<file path="src/rtl/remote_control_frame_decoder_assert.svh">
// Assertion macros for the remote-control frame decoder.
// Each check is clocked on clk and disabled while arst_n is low.
`ifndef REMOTE_CONTROL_FRAME_DECODER_ASSERT_SVH
`define REMOTE_CONTROL_FRAME_DECODER_ASSERT_SVH

`ifndef SYNTHESIS
`define RCFD_ASSERT_SAME(label, cond, expr, msg) \
	label: assert property (@(posedge clk) disable iff (!arst_n) (cond) |-> (expr)) \
		else $error(msg);
`define RCFD_ASSERT_NEXT(label, cond, expr, msg) \
	label: assert property (@(posedge clk) disable iff (!arst_n) (cond) |=> (expr)) \
		else $error(msg);
`else
`define RCFD_ASSERT_SAME(label, cond, expr, msg)
`define RCFD_ASSERT_NEXT(label, cond, expr, msg)
`endif

`endif

</file>
<file path="src/rtl/rcfd_pkg.sv">
`default_nettype none
package rcfd_pkg;

	localparam int FRAME_LEN = 18;
	localparam int COUNT_W   = $clog2(FRAME_LEN + 2);

	localparam logic [1:0] REQ_BYTE = 2'd0;
	localparam logic [1:0] REQ_GAP  = 2'd1;
	localparam logic [1:0] REQ_TICK = 2'd2;

	localparam logic [1:0] STATUS_OK      = 2'd0;
	localparam logic [1:0] STATUS_INVALID = 2'd1;
	localparam logic [1:0] STATUS_TIMEOUT = 2'd2;

	localparam logic [10:0] CH_MIN     = 11'd364;
	localparam logic [10:0] CH_MAX     = 11'd1684;
	localparam logic [10:0] CH_DEFAULT = 11'd1024;
	localparam logic [3:0]  SW_LEFT    = 4'hC;
	localparam logic [3:0]  SW_RIGHT   = 4'h3;
	localparam logic [3:0]  SW_DEFAULT = 4'd10;

	localparam logic [15:0] TIMEOUT_RESET = 16'd100;

	typedef logic [FRAME_LEN-1:0][7:0] frame_t;

	typedef struct packed {
		logic wr_byte;
		logic clear_count;
	} store_ctrl_t;

	typedef struct packed {
		logic [10:0]        stick_0;
		logic [10:0]        stick_1;
		logic [10:0]        stick_2;
		logic [10:0]        stick_3;
		logic [10:0]        wheel;
		logic [3:0]         switches;
		logic signed [15:0] mouse_x;
		logic signed [15:0] mouse_y;
		logic signed [15:0] mouse_z;
		logic [15:0]        mouse_buttons;
		logic [15:0]        keys;
		logic [1:0]         status;
	} result_t;

	function automatic result_t default_result(input logic [1:0] st);
		result_t r;
		r.stick_0       = CH_DEFAULT;
		r.stick_1       = CH_DEFAULT;
		r.stick_2       = CH_DEFAULT;
		r.stick_3       = CH_DEFAULT;
		r.wheel         = CH_DEFAULT;
		r.switches      = SW_DEFAULT;
		r.mouse_x       = '0;
		r.mouse_y       = '0;
		r.mouse_z       = '0;
		r.mouse_buttons = '0;
		r.keys          = '0;
		r.status        = st;
		return r;
	endfunction

endpackage
`default_nettype wire

</file>
<file path="src/rtl/rcfd_frame_store.sv">
`default_nettype none
module rcfd_frame_store
	import rcfd_pkg::*;
(
	input  wire logic        clk,
	input  wire logic        arst_n,
	input  wire store_ctrl_t ctrl,
	input  wire logic [7:0]  wr_data,
	output      frame_t      frame,
	output      logic        full
);

	frame_t             bytes_q;
	logic [COUNT_W-1:0] count_q;

	// Bytes past the frame length are dropped; the count parks one above
	// the length so the burst is rejected at the gap.
	always_ff @(posedge clk or negedge arst_n) begin
		if (!arst_n) begin
			count_q <= '0;
		end else if (ctrl.clear_count) begin
			count_q <= '0;
		end else if (ctrl.wr_byte) begin
			if (count_q < COUNT_W'(FRAME_LEN)) begin
				count_q <= count_q + COUNT_W'(1);
			end else begin
				count_q <= COUNT_W'(FRAME_LEN + 1);
			end
		end
	end

	always_ff @(posedge clk) begin
		if (ctrl.wr_byte && !ctrl.clear_count && count_q < COUNT_W'(FRAME_LEN)) begin
			bytes_q[count_q] <= wr_data;
		end
	end

	assign frame = bytes_q;
	assign full  = (count_q == COUNT_W'(FRAME_LEN));

endmodule
`default_nettype wire

</file>
<file path="src/rtl/rcfd_decode.sv">
`default_nettype none
module rcfd_decode
	import rcfd_pkg::*;
(
	input  wire frame_t  frame,
	output      result_t dec,
	output      logic    ok
);

	logic [4:0][10:0] ch;
	logic [3:0]       sw;
	logic [4:0]       ch_ok;

	always_comb begin
		ch[0] = {frame[1][2:0], frame[0]};
		ch[1] = {frame[2][5:0], frame[1][7:3]};
		ch[2] = {frame[4][0], frame[3], frame[2][7:6]};
		ch[3] = {frame[5][3:0], frame[4][7:1]};
		ch[4] = {frame[17][2:0], frame[16]};
		sw    = frame[5][7:4];
		for (int i = 0; i < 5; i++) begin
			ch_ok[i] = (ch[i] >= CH_MIN) && (ch[i] <= CH_MAX);
		end
	end

	assign ok = (&ch_ok) && ((sw & SW_LEFT) != 4'd0) && ((sw & SW_RIGHT) != 4'd0);

	always_comb begin
		dec.stick_0       = ch[0];
		dec.stick_1       = ch[1];
		dec.stick_2       = ch[2];
		dec.stick_3       = ch[3];
		dec.wheel         = ch[4];
		dec.switches      = sw;
		dec.mouse_x       = {frame[7], frame[6]};
		dec.mouse_y       = {frame[9], frame[8]};
		dec.mouse_z       = {frame[11], frame[10]};
		dec.mouse_buttons = {frame[13], frame[12]};
		dec.keys          = {frame[15], frame[14]};
		dec.status        = STATUS_OK;
	end

endmodule
`default_nettype wire

</file>
<file path="src/rtl/rcfd_watchdog.sv">
`default_nettype none
module rcfd_watchdog
	import rcfd_pkg::*;
(
	input  wire logic        clk,
	input  wire logic        arst_n,
	input  wire logic        tick,
	input  wire logic        feed,
	input  wire logic [15:0] timeout_ticks,
	output      logic        expire
);

	logic [15:0] idle_q;
	logic [16:0] next_count;

	// A timeout of zero expires on every tick, the same as one.
	assign next_count = {1'b0, idle_q} + 17'd1;
	assign expire     = tick && (next_count >= {1'b0, timeout_ticks});

	always_ff @(posedge clk or negedge arst_n) begin
		if (!arst_n) begin
			idle_q <= '0;
		end else if (tick) begin
			idle_q <= expire ? 16'd0 : next_count[15:0];
		end else if (feed) begin
			idle_q <= '0;
		end
	end

endmodule
`default_nettype wire

</file>
<file path="src/rtl/remote_control_frame_decoder.sv">
// Decodes 18-byte remote-control frames from a stream of received bytes, frame-gap
// markers and time ticks. Each input word is taken into an input register and
// processed from there against the frame store, the halt flag and the tick
// watchdog; a gap that closes a full frame while not halted or a tick that expires
// the watchdog loads the result register. One word is accepted per clock; a stalled
// result holds back the input only when the input register is also occupied.
// Invalid frames emit defaults with invalid status and halt reception until the
// watchdog expires. The watchdog limit is written through cfg_we and cfg_wdata;
// the user must write it only while the block is idle; nothing enforces it.
`default_nettype none
`include "remote_control_frame_decoder_assert.svh"
module remote_control_frame_decoder
	import rcfd_pkg::*;
(
	input  wire logic               clk,
	input  wire logic               arst_n,
	input  wire logic               cfg_we,
	input  wire logic [15:0]        cfg_wdata,
	input  wire logic               in_valid,
	output      logic               in_ready,
	input  wire logic [1:0]         req_type,
	input  wire logic [7:0]         rx_byte,
	output      logic               out_valid,
	input  wire logic               out_ready,
	output      logic [10:0]        stick_0,
	output      logic [10:0]        stick_1,
	output      logic [10:0]        stick_2,
	output      logic [10:0]        stick_3,
	output      logic [10:0]        wheel,
	output      logic [3:0]         switches,
	output      logic signed [15:0] mouse_x,
	output      logic signed [15:0] mouse_y,
	output      logic signed [15:0] mouse_z,
	output      logic [15:0]        mouse_buttons,
	output      logic [15:0]        keys,
	output      logic [1:0]         status
);

	logic [15:0] timeout_q;
	logic        halted_q;
	logic        valid_s1;
	logic [1:0]  req_s1;
	logic [7:0]  byte_s1;
	logic        out_valid_q;
	result_t     res_q;

	logic        advance;
	logic        go;
	logic        is_byte;
	logic        is_gap;
	logic        is_tick;
	logic        emit_gap;
	logic        emit;
	logic        expire;
	logic        full;
	logic        dec_ok;
	frame_t      frame;
	result_t     dec;
	result_t     result;
	store_ctrl_t store_ctrl;

	// The processing stage moves whenever the result register is free or being read.
	assign advance  = !(out_valid_q && !out_ready);
	assign go       = valid_s1 && advance;
	assign in_ready = !valid_s1 || advance;

	always_comb begin
		is_byte = 1'b0;
		is_gap  = 1'b0;
		is_tick = 1'b0;
		unique case (req_s1)
			REQ_BYTE: is_byte = go;
			REQ_GAP:  is_gap  = go;
			REQ_TICK: is_tick = go;
			default:  ;
		endcase
	end

	assign emit_gap = is_gap && !halted_q && full;
	assign emit     = emit_gap || expire;

	assign store_ctrl.wr_byte     = is_byte && !halted_q;
	assign store_ctrl.clear_count = is_gap || expire;

	rcfd_frame_store u_store (
		.clk     (clk),
		.arst_n  (arst_n),
		.ctrl    (store_ctrl),
		.wr_data (byte_s1),
		.frame   (frame),
		.full    (full)
	);

	rcfd_decode u_decode (
		.frame (frame),
		.dec   (dec),
		.ok    (dec_ok)
	);

	rcfd_watchdog u_watchdog (
		.clk           (clk),
		.arst_n        (arst_n),
		.tick          (is_tick),
		.feed          (emit_gap && dec_ok),
		.timeout_ticks (timeout_q),
		.expire        (expire)
	);

	always_comb begin
		priority if (expire) begin
			result = default_result(STATUS_TIMEOUT);
		end else if (dec_ok) begin
			result = dec;
		end else begin
			result = default_result(STATUS_INVALID);
		end
	end

	always_ff @(posedge clk or negedge arst_n) begin
		if (!arst_n) begin
			timeout_q <= TIMEOUT_RESET;
		end else if (cfg_we) begin
			timeout_q <= cfg_wdata;
		end
	end

	always_ff @(posedge clk or negedge arst_n) begin
		if (!arst_n) begin
			halted_q <= 1'b0;
		end else if (expire) begin
			halted_q <= 1'b0;
		end else if (emit_gap && !dec_ok) begin
			halted_q <= 1'b1;
		end
	end

	always_ff @(posedge clk or negedge arst_n) begin
		if (!arst_n) begin
			valid_s1 <= 1'b0;
		end else if (in_ready) begin
			valid_s1 <= in_valid;
		end
	end

	always_ff @(posedge clk) begin
		if (in_ready && in_valid) begin
			req_s1  <= req_type;
			byte_s1 <= rx_byte;
		end
	end

	always_ff @(posedge clk or negedge arst_n) begin
		if (!arst_n) begin
			out_valid_q <= 1'b0;
		end else if (emit) begin
			out_valid_q <= 1'b1;
		end else if (out_ready) begin
			out_valid_q <= 1'b0;
		end
	end

	always_ff @(posedge clk) begin
		if (emit) begin
			res_q <= result;
		end
	end

	assign out_valid     = out_valid_q;
	assign stick_0       = res_q.stick_0;
	assign stick_1       = res_q.stick_1;
	assign stick_2       = res_q.stick_2;
	assign stick_3       = res_q.stick_3;
	assign wheel         = res_q.wheel;
	assign switches      = res_q.switches;
	assign mouse_x       = res_q.mouse_x;
	assign mouse_y       = res_q.mouse_y;
	assign mouse_z       = res_q.mouse_z;
	assign mouse_buttons = res_q.mouse_buttons;
	assign keys          = res_q.keys;
	assign status        = res_q.status;

	`RCFD_ASSERT_SAME(a_no_overwrite, out_valid_q && !out_ready, !emit, "result overwritten while stalled")
	`RCFD_ASSERT_SAME(a_halt_gap_silent, halted_q && is_gap, !emit, "gap produced a word while halted")
	`RCFD_ASSERT_NEXT(a_invalid_halts, emit && !expire && !dec_ok, halted_q, "invalid frame did not halt")
	`RCFD_ASSERT_NEXT(a_stage_holds, valid_s1 && !advance, valid_s1 && $stable(req_s1), "stage lost its word")

endmodule
`default_nettype wire
</file>
<file path="config.mk">
export PLATFORM = sky130hd
export DESIGN_NAME = remote_control_frame_decoder
export DESIGN_NICKNAME = d
export VERILOG_FILES = /design/src/rtl/rcfd_pkg.sv /design/src/rtl/rcfd_frame_store.sv /design/src/rtl/rcfd_decode.sv /design/src/rtl/rcfd_watchdog.sv /design/src/rtl/remote_control_frame_decoder.sv
export VERILOG_INCLUDE_DIRS = /design/src /design/src/rtl
export SDC_FILE = /design/constraint.sdc
export NUM_CORES = 1
export LEC_CHECK = 0
export BUFFER_PORTS_ARGS = -buffer_cell sky130_fd_sc_hd__buf_2
export CAP_MARGIN = 20
export CORE_ASPECT_RATIO = 1.75
export CORE_MARGIN = 5
export CORE_UTILIZATION = 51
export DETAILED_ROUTE_END_ITERATION = 16
export MAX_ROUTING_LAYER = met4
export PLACE_DENSITY = 0.8
export SKIP_LAST_GASP = 1
export SLEW_MARGIN = 0
export SYNTH_ARGS = -nofsm -noshare
export SYNTH_HDL_FRONTEND = slang
export SYNTH_SLANG_ARGS = --single-unit
export TNS_END_PERCENT = 50
</file>
<file path="constraint.sdc">
create_clock -name clk -period 5.9 [get_ports clk]
set_input_delay 0 -clock clk [delete_from_list [all_inputs] [get_ports clk]]
set_output_delay 0 -clock clk [all_outputs]
set_load 0.01 [all_outputs]
</file>
# Yosys cells after proc, flatten, opt, wreduce, memory -nomap -nowiden
# Cells that the tools add are included.
[word_totals] ff_bits=335 inputBits=31 out_inout_bits=143 word_cells=112
[classes] n_addsub=2 magnitude_cmp=14 n_eq_ne=3 n_mux=17 bitwise_logic=1 reduce_logical=37
[ops] op="$bwmux 144" count=1
[ops] op="$ge 11x9->1 const B" count=5
[ops] op="$le 11x11->1 const B" count=5
[ops] op="$mux 16" count=3
[ops] op="$demux 8 s5" count=1
[ops] op="$logic_and 1x1->1" count=19
[ops] op="$add 16x1->17 const B" count=1
[ops] op="$ge 17x16->1" count=1
[ops] op="$mux 5" count=3
[ops] op="$mux 1" count=8
[ops] op="$mux 8" count=1
[ops] op="$reduce_bool 2->1" count=4
[ops] op="$reduce_bool 4->1" count=2
[ops] op="$logic_not 1->1" count=6
[ops] op="$lt 5x6->1 const B" count=1
[ops] op="$add 5x1->5 const B" count=1
[ops] op="$eq 5x5->1 const B" count=1
[ops] op="$ge 5x1->1 const B" count=1
[ops] op="$lt 5x5->1 const B" count=1
[ops] op="$reduce_and 5->1" count=1
[ops] op="$logic_or 1x1->1" count=3
[ops] op="$eq 2x1->1 const B" count=1
[ops] op="$eq 2x2->1 const B" count=1
[ops] op="$logic_not 2->1" count=1
[ops] op="other kinds (2)" count=2

# Depth between registers and ports, before layout
# Gate-level depths: netlist of run 1.
[logic_depth] depth_word=10 ltp_mapped=16 mapped_depth_nobuf=14

# Modules after synthesis
# Synthesis of run 1 repeated with hierarchy kept, for this count alone.
[unflattened] cells_unflattened=936 hier_area_um2=14031.0
[by_module_without_submodules] module="remote_control_frame_decoder" n_inst=1 cells_each=367 area_per_inst_um2=6373.6 seq_area_each_um2=5013.6
[by_module_without_submodules] module="rcfd_frame_store" n_inst=1 cells_each=202 area_per_inst_um2=4799.6 seq_area_each_um2=4449.3
[by_module_without_submodules] module="rcfd_decode" n_inst=1 cells_each=202 area_per_inst_um2=1465.2 seq_area_each_um2=0.0
[by_module_without_submodules] module="rcfd_watchdog" n_inst=1 cells_each=165 area_per_inst_um2=1392.6 seq_area_each_um2=400.4

# Worst setup path before layout of run 1
# OpenSTA, ideal clock, no wires.
[synth_timing] path_kind="register -> register" start="register u_watchdog.idle_q[0]" end="register res_q, in the netlist keys[0] (enable)" setup_ps=525 arrival_time_ps=5922 required_ps=5375 path_slack_ps=-547 path_stages_with_launch=13 n_path_buf=0 synth_period_minus_slack_ps=6447 cell_sequence="dfrtp_1 ha_1 nand3_2 nor3b_4 nand4_1 xnor2_1 ha_1 nand4_1 nor2_1 nand2_1 o21a_1 a221oi_4 nand2b_1"
[synth_between] elab_chain_len=4
[synth_rtl] item="from (decl)" line="rcfd_watchdog.sv:13" source="logic [15:0] idle_q;"
[synth_rtl] item="from (signal assigned)" line="rcfd_watchdog.sv:24" source="idle_q <= expire ? 16'd0 : next_count[15:0];"
[synth_rtl] item="$add 16x1->17" line="rcfd_watchdog.sv:17" source="assign next_count = {1'b0, idle_q} + 17'd1;"
[synth_rtl] item="$ge 17x16->1" line="rcfd_watchdog.sv:18" source="assign expire = tick && (next_count >= {1'b0, timeout_ticks});"
[synth_rtl] item="$logic_and 1x1->1" line="rcfd_watchdog.sv:18"
[synth_rtl] item="$logic_or 1x1->1" line="remote_control_frame_decoder.sv:80" source="assign emit = emit_gap || expire;"
[synth_rtl] item="net emit" line="remote_control_frame_decoder.sv:53" source="logic emit;"
[synth_rtl] item="to (signal assigned)" line="remote_control_frame_decoder.sv:164" source="res_q <= result;"
[synth_rtl] item="to (decl)" line="remote_control_frame_decoder.sv:45" source="result_t res_q;"
# The timed path passes the listed nets, and every way through them passes these cells.
# A chain may end at the register's enable or synchronous reset.

# Worst setup path after layout of run 1
[layout_timing] start="register u_watchdog.idle_q[0]" end="register res_q, in the netlist stick_3[6] (enable)"
# The elaborated chain is that of the path after synthesis.

==> summary.md, run 1 <==
| Metric | Value |
|---|---|
| Status | finished, final reports clean |
| Worst reg2reg setup slack | 1250 ps |
| Grt peak-use layer | met2 |
| Antenna cells | 0 |
| Final Hold Fails | 0 |
| Synth-to-layout area growth | 21.0% |
| Fin crit share | 0.788 |
| EDFF count, synth | 290 |
| Top_reg_cell synth | edfxtp_1 |
| Vias in the first global route | 7293 |
| Skew final | 28.2 ps |
| Syn_nets | 853 |
| Via Count | 7259 |
| CTS tree | built |
| Buf+Inv Stages, Crit Path | 1 |
| Global-route wire length before repair | 39900 um |
| Area of the multi-input gates | 2610 um^2 |
| Gr usage total | 0.193 |
| Type of destination of the critical path | flip-flop |
| Distinct cells, synth | 47 |
| Largest net degree at the start of global routing | 133 |
| CTS Root Buffer Type | clkbuf_16 |
| Critical Path Max Stage Delay | 810 ps |
| Share of the synthesized area in the top cell type | 0.693 |
| Fin Setup TNS | 0 ps |
| Worst hold margin | 140 ps |
| Top-count cell post-synth | edfxtp_1 |
| Met3 Use GR | 0.0206 |
| WP data arrival | 4850 ps |
| Final setup vio count | 0 |
| FMAX | 215 MHz |
| DRC violation count after routing | 0 |
| Area contributors post-synth | edfxtp_1 69%, dfrtp_1 7.4%, and2_1 6.6% |
| Storage cell area | 9710 um^2 |
| Max-Cap Viols | 0 |
| Post-route ant nets | 0 |
| Row count | 76 |
| H-tree levels | 1 |
| Die height | 218 um |
| Crit path max-delay family | simple AND/OR/NAND/NOR gates |
| Fraction of layout cells with a size suffix above 1 | 0.222 |
| Fillers | 1710 |
| WS Path Type | flip-flop to flip-flop |
| Req. time, crit path | 6110 ps |
| Cts repair resizes | 0 |
| Total power | 4650 uW |
| Cell Chain, Critical Path | ha_1 -> nand3_2 -> nor3b_4 -> nand4_1 -> xnor2_1 -> ha_1 -> nand4_1 -> nor2_1 -> nand2_1 -> o21a_1 -> a221oi_4 -> nand2b_4 -> buf_4 |
| CTS Hold Bufs | 61 |
| Via/cell ratio | 5.28 |
| Fin. max-slew vios | 0 |
| Nets@finish | 1097 |
| GRT met2 Usage | 0.365 |
| Critical-path top delay cell | nand2b_4 |
| Routability congestion estimate | 0.841 |
| Met1 usage | 0.198 |
| Mean Syn Cell Area | 15.7 um^2 |
| Clock sink total | 330 |
| RSZ-0062 raised after global routing | no |
| I/O Buffers | 173 |
| Yosys warning total | 0 |
| Mapped Cells | 801 |
| Max VDD drop | 0.215 mV |
| Tightest Pin Transition | 973 ps |
| Mapped Area | 12600 um^2 |
| Initial DRC Count | 490 |
| Leakage | 0.00583 uW |
| Top Ports | 174 |
| Top cell type by total area after synthesis | edfxtp_1 |
| Initial antenna violation count | 0 |
| Seq cells post-synth | 330 |
| Worst flop-to-flop path startpoint | u_watchdog.idle_q[0] |
| Post-CTS setup repair buffer count | 0 |
| Die area | 28000 um^2 |
| Die Wd | 129 um |
| CP max FO | 60 |
| Detailed placement HPWL | 16900 um |
| Post-synth ARST share | 0.121 |
| Max Root-Sink Buffers | 3 |
| Clock latency on the worst-skew pair | 550 ps |
| Top cells by count, synth | 290 x edfxtp_1, 133 x and2_1, 53 x nand2_1 |
| Worst Reg-to-Reg Cells | 13 |
| Worst flop-to-flop path endpoint | stick_3[6] |
| Initial Util | 0.514 |
| Hold WC Path Type | input port to async pin |
| Period minus WS final | 4650 ps |
| Post-Route WL | 26500 um |
| Wire per inst | 19.2 um |
| Core Region | 24400 um^2 |
| PD cells | 306 nW/um^2 |
| Relative slew margins | 0.351 |
| Worst-path clk slew | 70 ps |
| Sequential area share after synthesis | 0.773 |
| GRT overflow | 0 |
| First drt pass iteration count | 4 |
| CTS buffer count | 27 |
| Critical Path Start Type | flip-flop |
-- how the worst max path moves through the flow --
stage / cells past startpoint / slack [ps] / to / start
6_report: 13 / 1250 / stick_3[6] / u_watchdog.idle_q[0]
2_1_floorplan: 12 / 1090 / keys[0] / u_watchdog.idle_q[0]
3_5_place_dp: 13 / 1330 / keys[9] / u_watchdog.idle_q[0]
4_1_cts: 13 / 1260 / stick_3[6] / u_watchdog.idle_q[0]
5_1_grt: 13 / 940 / keys[10] / u_watchdog.idle_q[0]
3_3_place_gp: 13 / 1460 / mouse_buttons[10] / u_watchdog.idle_q[0]
-- routing by layer --
metal | wire, um | vias to the layer above
met4 | 927 | 0
met1 | 8810 | 3561
li1 | - | 3389
met3 | 1640 | 45
met2 | 15100 | 264
met5 | 0 | -
-- flip-flops by register name, summed over array words and instances (netlist names), 8 cells and up --
name / count
u_watchdog.idle_q: 16
keys: 16
timeout_q: 16
stick_3: 11
stick_2: 11
mouse_z: 16
mouse_x: 16
u_store.frame: 139
mouse_buttons: 16
stick_0: 11
stick_1: 11
byte_s1: 8
wheel: 11
mouse_y: 16
-- where the power goes --
part	internal, uW	total [uW]	leakage (uW)	switching (uW)
combinational	106	232	0.00224	126
clock	992	1760	0.000420	772
sequential	2580	2650	0.00317	67.6
total	3680	4650	0.00583	965
-- per-stage QoR --
stage                     instances  utilization  instance area (um^2)  worst slack (ps)
after floorplan                 801            -                 12600              1090
after global placement         1266        0.561                 13700              1460
after detailed placement       1267        0.561                 13700              1330
after CTS                      1376        0.622                 15200              1260
after global routing           1376        0.622                 15200               943
final                          1376        0.622                 15200              1250
-- placed cells by master (no fill, tap or decap), drive strengths merged, types with 3 or more instances in the layout --
master and count:
edfxtp 290, buf 178, and2 133, dlygate4sd3 61
nand2 53, nor2 38, dfrtp 37, clkbuf 36
o21ai 31, a21oi 27, inv 26, ha 21
nand3 14, or3 13, a21o 11, nand2b 11
nor3 10, or2 7, xnor2 5, nand4 5
clkinv 5, a211oi 4, and3 3, o21a 3
nand3b 3, o22a 3, a21bo 3, bufinv 3
dfstp 3
-- final cells by class --
cell class / instances / area share
multi-input cells: 424 / 0.172
flip-flops and latches: 330 / 0.639
repair buffers: 239 / 0.101
clock inverters: 12 / 0.00963
clock buffers: 36 / 0.0473
well taps: 312 / 0.0257
inverters: 23 / 0.00568
-- worst reg2reg max path, stage by stage (launching register included) --
cell and delay, ps:
dfrtp_1 420, ha_1 230, nand3_2 170, nor3b_4 320, nand4_1 150, xnor2_1 170, ha_1 300, nand4_1 150
nor2_1 200, nand2_1 90, o21a_1 230, a221oi_4 620, nand2b_4 810, buf_4 440
-- kinds of logic after synthesis --
family	share of synthesized area
xor+xnor	0.00349
buf+inv	0.0196
flops	0.773
mux	0.000896
fa+ha+maj	0.0209
compound gates	0.0520
simple gates	0.130
Note: power is estimated with default switching activity, not from simulation.
==> run 2, diff against run 1 <==
ABC_AREA = 1   (was not set)
CORE_UTILIZATION = 52   (was 51)
PLACE_DENSITY = 0.81   (was 0.8)
clock period = 4.16 ns   (was 5.9 ns; I/O delays follow)
==> run 2 against run 1 <==
Compared with the run above: maximum frequency rose by 24%; critical endpoint is now mouse_x[1]; hold slack barely moved; largest power group unchanged; sequential cell count did not move; critical path depth rose by 4.
==> summary.md, run 2 <==
| Metric | Value |
|---|---|
| Status | finished, final reports clean (unchanged) |
| Clock latency on the worst-skew pair | 550 ps (about the same) |
| Critical Path Max Stage Delay | 420 ps (was 810 ps) |
| Relative slew margins | 0.317 (was 0.351) |
| Post-route ant nets | 0 (unchanged) |
| Detailed placement HPWL | 18400 um (was 16900 um) |
| Fin crit share | 0.903 (was 0.788) |
| First drt pass iteration count | 5 (was 4) |
| Post-CTS setup repair buffer count | 0 (unchanged) |
| Routability congestion estimate | 0.855 (was 0.841) |
| CTS buffer count | 28 (was 27) |
| Die Wd | 132 um (was 129 um) |
| Top_reg_cell synth | edfxtp_1 (unchanged) |
| Antenna cells | 0 (unchanged) |
| Fin Setup TNS | 0 ps (unchanged) |
| Fraction of power spent switching nets | 0.212 (was 0.208) |
| Clock sink total | 330 (unchanged) |
| Vias in the first global route | 8301 (was 7293) |
| PnR worst setup slack | 403 ps (was 1250 ps) |
| Fin. max-slew vios | 0 (unchanged) |
| Leakage | 0.00683 uW (was 0.00583 uW) |
| Global-route wire length before repair | 43200 um (was 39900 um) |
| Critical-path top delay cell | dfrtp_1 (was nand2b_4) |
| Hold WC Path Type | input port to async pin (unchanged) |
| Type of destination of the critical path | flip-flop (unchanged) |
| DRC violation count after routing | 0 (unchanged) |
| PD cells | 413 nW/um^2 (was 306 nW/um^2) |
| Row count | 78 (was 76) |
| Post-Route WL | 27500 um (was 26500 um) |
| Worst-path clk slew | 70 ps (about the same) |
| Syn_nets | 1055 (was 853) |
| Die height | 224 um (was 218 um) |
| Fraction of layout cells with a size suffix above 1 | 0.266 (was 0.222) |
| Max VDD drop | 0.341 mV (was 0.215 mV) |
| Skew final | 22.3 ps (was 28.2 ps) |
| Largest net degree at the start of global routing | 41 (was 133) |
| Crit path max-delay family | simple AND/OR/NAND/NOR gates (unchanged) |
| Mean Syn Cell Area | 13.5 um^2 (was 15.7 um^2) |
| Initial DRC Count | 429 (was 490) |
| Max reg flops | 139 (unchanged) |
| Area contributors post-synth | edfxtp_1 64%, dfrtp_1 6.8%, nor2_4 6.7% (was edfxtp_1 69%, dfrtp_1 7.4%, and2_1 6.6%) |
| I/O Buffers | 173 (unchanged) |
| Psw | 1450 uW (was 965 uW) |
| Tightest Pin Transition | 1020 ps (was 973 ps) |
| Buf+Inv Stages, Crit Path | 1 (unchanged) |
| Initial antenna violation count | 0 (unchanged) |
| EDFF count, synth | 290 (unchanged) |
| Wire per inst | 17.0 um (was 19.2 um) |
| WP data arrival | 4060 ps (was 4850 ps) |
| Nets@finish | 1325 (was 1097) |
| Sequential area share after synthesis | 0.715 (was 0.773) |
| Worst reg2reg setup slack | 400 ps (was 1250 ps) |
| Initial Util | 0.525 (was 0.514) |
| Req. time, crit path | 4460 ps (was 6110 ps) |
| Seq pwr share | 0.550 (was 0.570) |
| Share of the synthesized area in the top cell type | 0.641 (was 0.693) |
| Die area | 29600 um^2 (was 28000 um^2) |
| FMAX | 266 MHz (was 215 MHz) |
| Setup crit start | u_watchdog.idle_q[2] (was u_watchdog.idle_q[0]) |
| Final setup vio count | 0 (unchanged) |
| Design area | 16500 um^2 (was 15200 um^2) |
| CTS tree | built (unchanged) |
| Mapped Area | 13600 um^2 (was 12600 um^2) |
| Top-count cell post-synth | edfxtp_1 (unchanged) |
| Post-Place Setup Slack | 476 ps (was 1330 ps) |
| Mapped Cells | 1003 (was 801) |
| Most frequent cells in the layout | 290 x edfxtp_1, 186 x inv_1, 173 x buf_2, 106 x nand2_1, 81 x nor2_4 (was 290 x edfxtp_1, 173 x buf_2, 133 x and2_1, 61 x dlygate4sd3_1, 53 x nand2_1) |
| Pint | 5370 uW (was 3680 uW) |
| Cell Chain, Critical Path | nand3_1 -> nor2_2 -> nand3_1 -> nor2_1 -> nand2_1 -> nor2_2 -> nand3_1 -> xnor2_1 -> ha_1 -> nand4_1 -> nor4_1 -> nand2_1 -> nand3_2 -> nand2_4 -> nand2_8 -> buf_4 -> nor2_4 (was ha_1 -> nand3_2 -> nor3b_4 -> nand4_1 -> xnor2_1 -> ha_1 -> nand4_1 -> nor2_1 -> nand2_1 -> o21a_1 -> a221oi_4 -> nand2b_4 -> buf_4) |
| Max-Cap Viols | 0 (unchanged) |
| Most used cell, CP | nand3_1 |
| Top cell type by total area after synthesis | edfxtp_1 (unchanged) |
| Core Region | 25900 um^2 (was 24400 um^2) |
| CP max FO | 27 (was 60) |
| Distinct cells, synth | 37 (was 47) |
| Gr usage total | 0.189 (was 0.193) |
| Top Ports | 174 (unchanged) |
| Part of the power in the clock network | 0.397 (was 0.380) |
| RSZ-0062 raised after global routing | no (unchanged) |
| Most common cell after layout, fill and taps aside | edfxtp_1 (unchanged) |
| Worst flop-to-flop path startpoint | u_watchdog.idle_q[2] (was u_watchdog.idle_q[0]) |
| Combinational Power Share | 0.054 (was 0.050) |
| Critical Path Start Type | flip-flop (unchanged) |
| Via/cell ratio | 4.98 (was 5.28) |
| CTS Root Buffer Type | clkbuf_16 (unchanged) |
| Synth-to-layout area growth | 21.6% (was 21.0%) |
| H-tree levels | 1 (unchanged) |
| Final Hold Fails | 0 (unchanged) |
| WS Path Type | flip-flop to flip-flop (unchanged) |
| Post-synth ARST share | 0.121 (unchanged) |
| Placed Instance Area | 14900 um^2 (was 13700 um^2) |
| Period minus WS final | 3760 ps (was 4650 ps) |
| Top cells by count, synth | 290 x edfxtp_1, 186 x inv_1, 107 x nand2_1 (was 290 x edfxtp_1, 133 x and2_1, 53 x nand2_1) |
| GRT overflow | 0 (unchanged) |
| Yosys warning total | 0 (unchanged) |
| Max Root-Sink Buffers | 3 (unchanged) |
| Seq cells post-synth | 330 (unchanged) |
| Via Count | 8041 (was 7259) |
[run 2: cell count changes in the layout (fill, tap and decap cells not counted), sizes merged, moves of 9 or more]
cell / before / now
buf: 178 / 202
nor2: 38 / 154
nor3: 10 / 24
nand4: 5 / 14
nand2b: 11 / 0
inv: 26 / 191
or3: 13 / 0
a21o: 11 / 0
nand3: 14 / 44
and2: 133 / 1
nand2: 53 / 110
[run 2: power groups by stage]
stage	Combinational (uW)	Clock [uW]	Sequential (uW)
2_1_floorplan	215	0	3780
3_3_place_gp	287	0	3820
3_5_place_dp	303	0	3820
4_1_cts	359	2750	3750
5_1_grt	411	2900	3760
6_report	366	2710	3750
[run 2: worst reg2reg max path: cells and delay by family, from the launching register on]
kind,cells,cell delay [ps]
simple gates,14,2220
flops,1,420
fa+ha+maj,1,370
buf+inv,1,350
xor+xnor,1,160
[run 2: kinds of logic after synthesis]
family                     synth area share
muxes                              0.000829
DFF                                   0.715
and+or+nand+nor                       0.161
xor gates and xnor gates            0.00903
buffers and inverters                0.0707
adders and majority gates            0.0193
AOI/OAI and AO/OA                    0.0244
[run 2: final cells by class]
| class | instances | area (um^2) |
|---|---|---|
| clock buffers | 30 | 708 |
| clock inverters | 22 | 259 |
| fillers | 1812 | 9350 |
| inverters | 188 | 706 |
| multi-input cells | 459 | 2930 |
| flip-flops and latches | 330 | 9710 |
| well taps | 320 | 400 |
| repair buffers | 266 | 1790 |
[run 2: per-stage QoR]
| stage | total power (uW) | utilization | cells | hold slack [ps] |
|---|---|---|---|---|
| 2_1_floorplan | 3990 | - | 1003 | -296 |
| 3_3_place_gp | 4100 | 0.577 | 1499 | 166 |
| 3_5_place_dp | 4120 | 0.577 | 1499 | 168 |
| 4_1_cts | 6860 | 0.638 | 1613 | 116 |
| 5_1_grt | 7060 | 0.639 | 1615 | 156 |
| 6_report | 6820 | 0.639 | 1615 | 141 |
[run 2: worst paths after layout]
path                                   endpoint  depth (start not counted)
setup reg to reg                     mouse_x[1]                         17
hold reg to reg                        keys[14]                          2
min in group clk                     byte_s1[1]                          2
max in group asynchronous  u_watchdog.idle_q[6]                          2
setup / recovery                     mouse_x[1]                         17
hold / removal                    timeout_q[14]                          2
[run 2: routing by layer]
layer / global-route usage / vias to the layer above / wire [um]
met5: - / - / 0
met4: 0.0707 / 0 / 908
met3: 0.0234 / 61 / 1410
met2: 0.360 / 255 / 15700
met1: 0.198 / 3860 / 9500
li1: - / 3865 / -
[run 2: what timing repair did]
action	4_1_cts	5_1_grt
hold buffers	62	0
endpoints found under the setup margin	0	0
endpoints found under the hold margin	65	0
gates resized for setup	0	0
==> run 3, diff against run 2 <==
RECOVER_POWER = 25   (was not set)
==> run 3 against run 2 <==
Compared with the run above: the flow now finishes with violations (capacitance limit, slew limit); non-clock buffer count unchanged; first-iteration DRC count increased by 2.3%; total power about the same; via count increased by 0.26%; sequential share of layout area increased by 0.64 points; sequential cell count unchanged; die area unchanged; largest power group unchanged; utilization decreased by 0.69 points; design area decreased by 1.1%; clock skew decreased by 2.0 ps.
==> summary.md, run 3 (synthesis gave the netlist of run 2 again) <==
| Metric | Value |
|---|---|
| Tightest Pin Transition | 2190 ps (was 1020 ps) |
| Via Count | 8062 (was 8041) |
| Clock sink total | 330 (unchanged) |
| Period minus WS final | 3750 ps (was 3760 ps) |
| Clock latency on the worst-skew pair | 550 ps (about the same) |
| Routability congestion estimate | 0.855 (unchanged) |
| RSZ-0062 raised after global routing | no (unchanged) |
| Status | complete, but fails checks (was finished, final reports clean) |
| Core Region | 25900 um^2 (unchanged) |
| Worst-path clk slew | 70 ps (about the same) |
| Skew final | 20.3 ps (was 22.3 ps) |
| CTS buffer count | 28 (unchanged) |
| Fin Setup TNS | 0 ps (unchanged) |
| Initial DRC Count | 439 (was 429) |
| Die area | 29600 um^2 (unchanged) |
| Critical Path Start Type | flip-flop (unchanged) |
| Nets@finish | 1325 (unchanged) |
| Gr usage total | 0.189 (unchanged) |
| Row count | 78 (unchanged) |
| H-tree levels | 1 (unchanged) |
| PD cells | 418 nW/um^2 (was 413 nW/um^2) |
| DRC violation count after routing | 0 (unchanged) |
| Final Hold Fails | 0 (unchanged) |
| FMAX | 267 MHz (was 266 MHz) |
| CTS Root Buffer Type | clkbuf_16 (unchanged) |
| Leakage | 0.00645 uW (was 0.00683 uW) |
| Max-Cap Viols | 1 (was 0) |
| Most frequent cells in the layout | 290 x edfxtp_1, 186 x inv_1, 144 x clkbuf_1, 106 x nand2_1, 81 x nor2_4 (was 290 x edfxtp_1, 186 x inv_1, 173 x buf_2, 106 x nand2_1, 81 x nor2_4) |
| Initial antenna violation count | 0 (unchanged) |
| Die height | 224 um (unchanged) |
| CTS tree | built (unchanged) |
| Fin. max-slew vios | 41 (was 0) |
| WP data arrival | 4050 ps (was 4060 ps) |
| Post-Route WL | 27600 um (was 27500 um) |
| WS Path Type | flip-flop to flip-flop (unchanged) |
| Detailed placement HPWL | 18400 um (unchanged) |
| Relative slew margins | -0.462 (was 0.317) |
| Post-route ant nets | 0 (unchanged) |
| First drt pass iteration count | 5 (unchanged) |
| Synth-to-layout area growth | 20.3% (was 21.6%) |
| Most used cell, CP | nand3_1 (unchanged) |
| Critical-path top delay cell | dfrtp_1 (unchanged) |
| Largest net degree at the start of global routing | 41 (unchanged) |
| Fraction of layout cells with a size suffix above 1 | 0.156 (was 0.266) |
| Vias in the first global route | 8301 (unchanged) |
| Hold WC Path Type | input port to flip-flop (was input port to async pin) |
| Type of destination of the critical path | flip-flop (unchanged) |
| Antenna cells | 0 (unchanged) |
| PnR worst setup slack | 409 ps (was 403 ps) |
| Wire per inst | 17.1 um (was 17.0 um) |
| Max reg flops | 139 (unchanged) |
| Req. time, crit path | 4460 ps (about the same) |
| Max Root-Sink Buffers | 3 (unchanged) |
| Top Ports | 174 (unchanged) |
| Post-Place Setup Slack | 476 ps (unchanged) |
| Critical Path Max Stage Delay | 410 ps (was 420 ps) |
| GRT overflow | 0 (unchanged) |
| Cell Chain, Critical Path | nand3_1 -> nor2_2 -> nand3_1 -> nor2_1 -> nand2_1 -> nor2_2 -> nand3_1 -> xnor2_1 -> ha_1 -> nand4_1 -> nor4_1 -> nand2_1 -> nand3_2 -> nand2_4 -> nand2_8 -> buf_4 -> nor2_4 (unchanged) |
| Final setup vio count | 0 (unchanged) |
| Global-route wire length before repair | 43200 um (unchanged) |
| Fin crit share | 0.902 (was 0.903) |
| Die Wd | 132 um (unchanged) |
| Worst reg2reg setup slack | 410 ps (was 400 ps) |
| Failing checks | capacitance limit, slew limit |
| Max VDD drop | 0.342 mV (was 0.341 mV) |
| Most common cell after layout, fill and taps aside | edfxtp_1 (unchanged) |
| I/O Buffers | 173 (unchanged) |
| Via/cell ratio | 4.99 (was 4.98) |
| Initial Util | 0.525 (unchanged) |
| CP max FO | 27 (unchanged) |
-- run 3: cell types whose count changed in the layout (fill, tap and decap cells not counted), sizes merged --
cell / previous run / this run
buf: 202 / 60
clkbuf: 32 / 174
-- run 3: area by class of cell --
type                            count  area [um^2]
Clock buffer                       30          708
Clock inverter                     22          259
Fill cell                        1887         9530
Inverter                          188          706
Tap cell                          320          400
Timing Repair Buffer              266         1620
Multi-Input combinational cell    459         2930
Sequential cell                   330         9710
-- run 3: path summary, 6_finish.rpt --
check	start	depth (start not counted)	end
min	rx_byte[1]	2	byte_s1[1]
max	u_watchdog.idle_q[0]	17	mouse_x[1]
max reg2reg	u_watchdog.idle_q[0]	17	mouse_x[1]
min reg2reg	u_store.frame[126]	2	keys[14]
max in group asynchronous	arst_n	2	u_watchdog.idle_q[6]
min in group asynchronous	arst_n	2	timeout_q[14]
-- run 3: layer usage --
layer	vias up	global-route usage	share of wire
met5	-	-	0
met4	0	0.0707	0.032
met3	59	0.0234	0.055
met2	276	0.360	0.57
met1	3861	0.198	0.35
li1	3866	-	-
-- run 3: repair_timing --
item,4_1_cts,5_1_grt
setup buffers,0,0
gates resized for setup,0,0
endpoints found under the hold margin,65,0
hold buffers,62,0
-- run 3: through the flow --
stage           util  std cells  total power (uW)  hold WS (ps)  cell area, um^2
6_report       0.632       1615              6820           158            16300
5_1_grt        0.632       1615              7060           156            16300
4_1_cts        0.638       1613              6860           116            16500
3_5_place_dp   0.577       1499              4120           168            14900
3_3_place_gp   0.577       1499              4100           166            14900
2_1_floorplan      -       1003              3990          -296            13600
-- run 3: worst max-delay path, delay by kind of cell, from the launching register on --
kind,cells,cell delay (ps)
simple gates,14,2230
flops,1,410
fa+ha+maj,1,370
buf+inv,1,340
xor+xnor,1,160
-- run 3: power by group --
group / leakage [uW] / internal [uW] / total, uW / switching [uW]
clock: 0.000470 / 1560 / 2710 / 1150
combinational: 0.00283 / 154 / 366 / 212
sequential: 0.00315 / 3660 / 3750 / 88.7
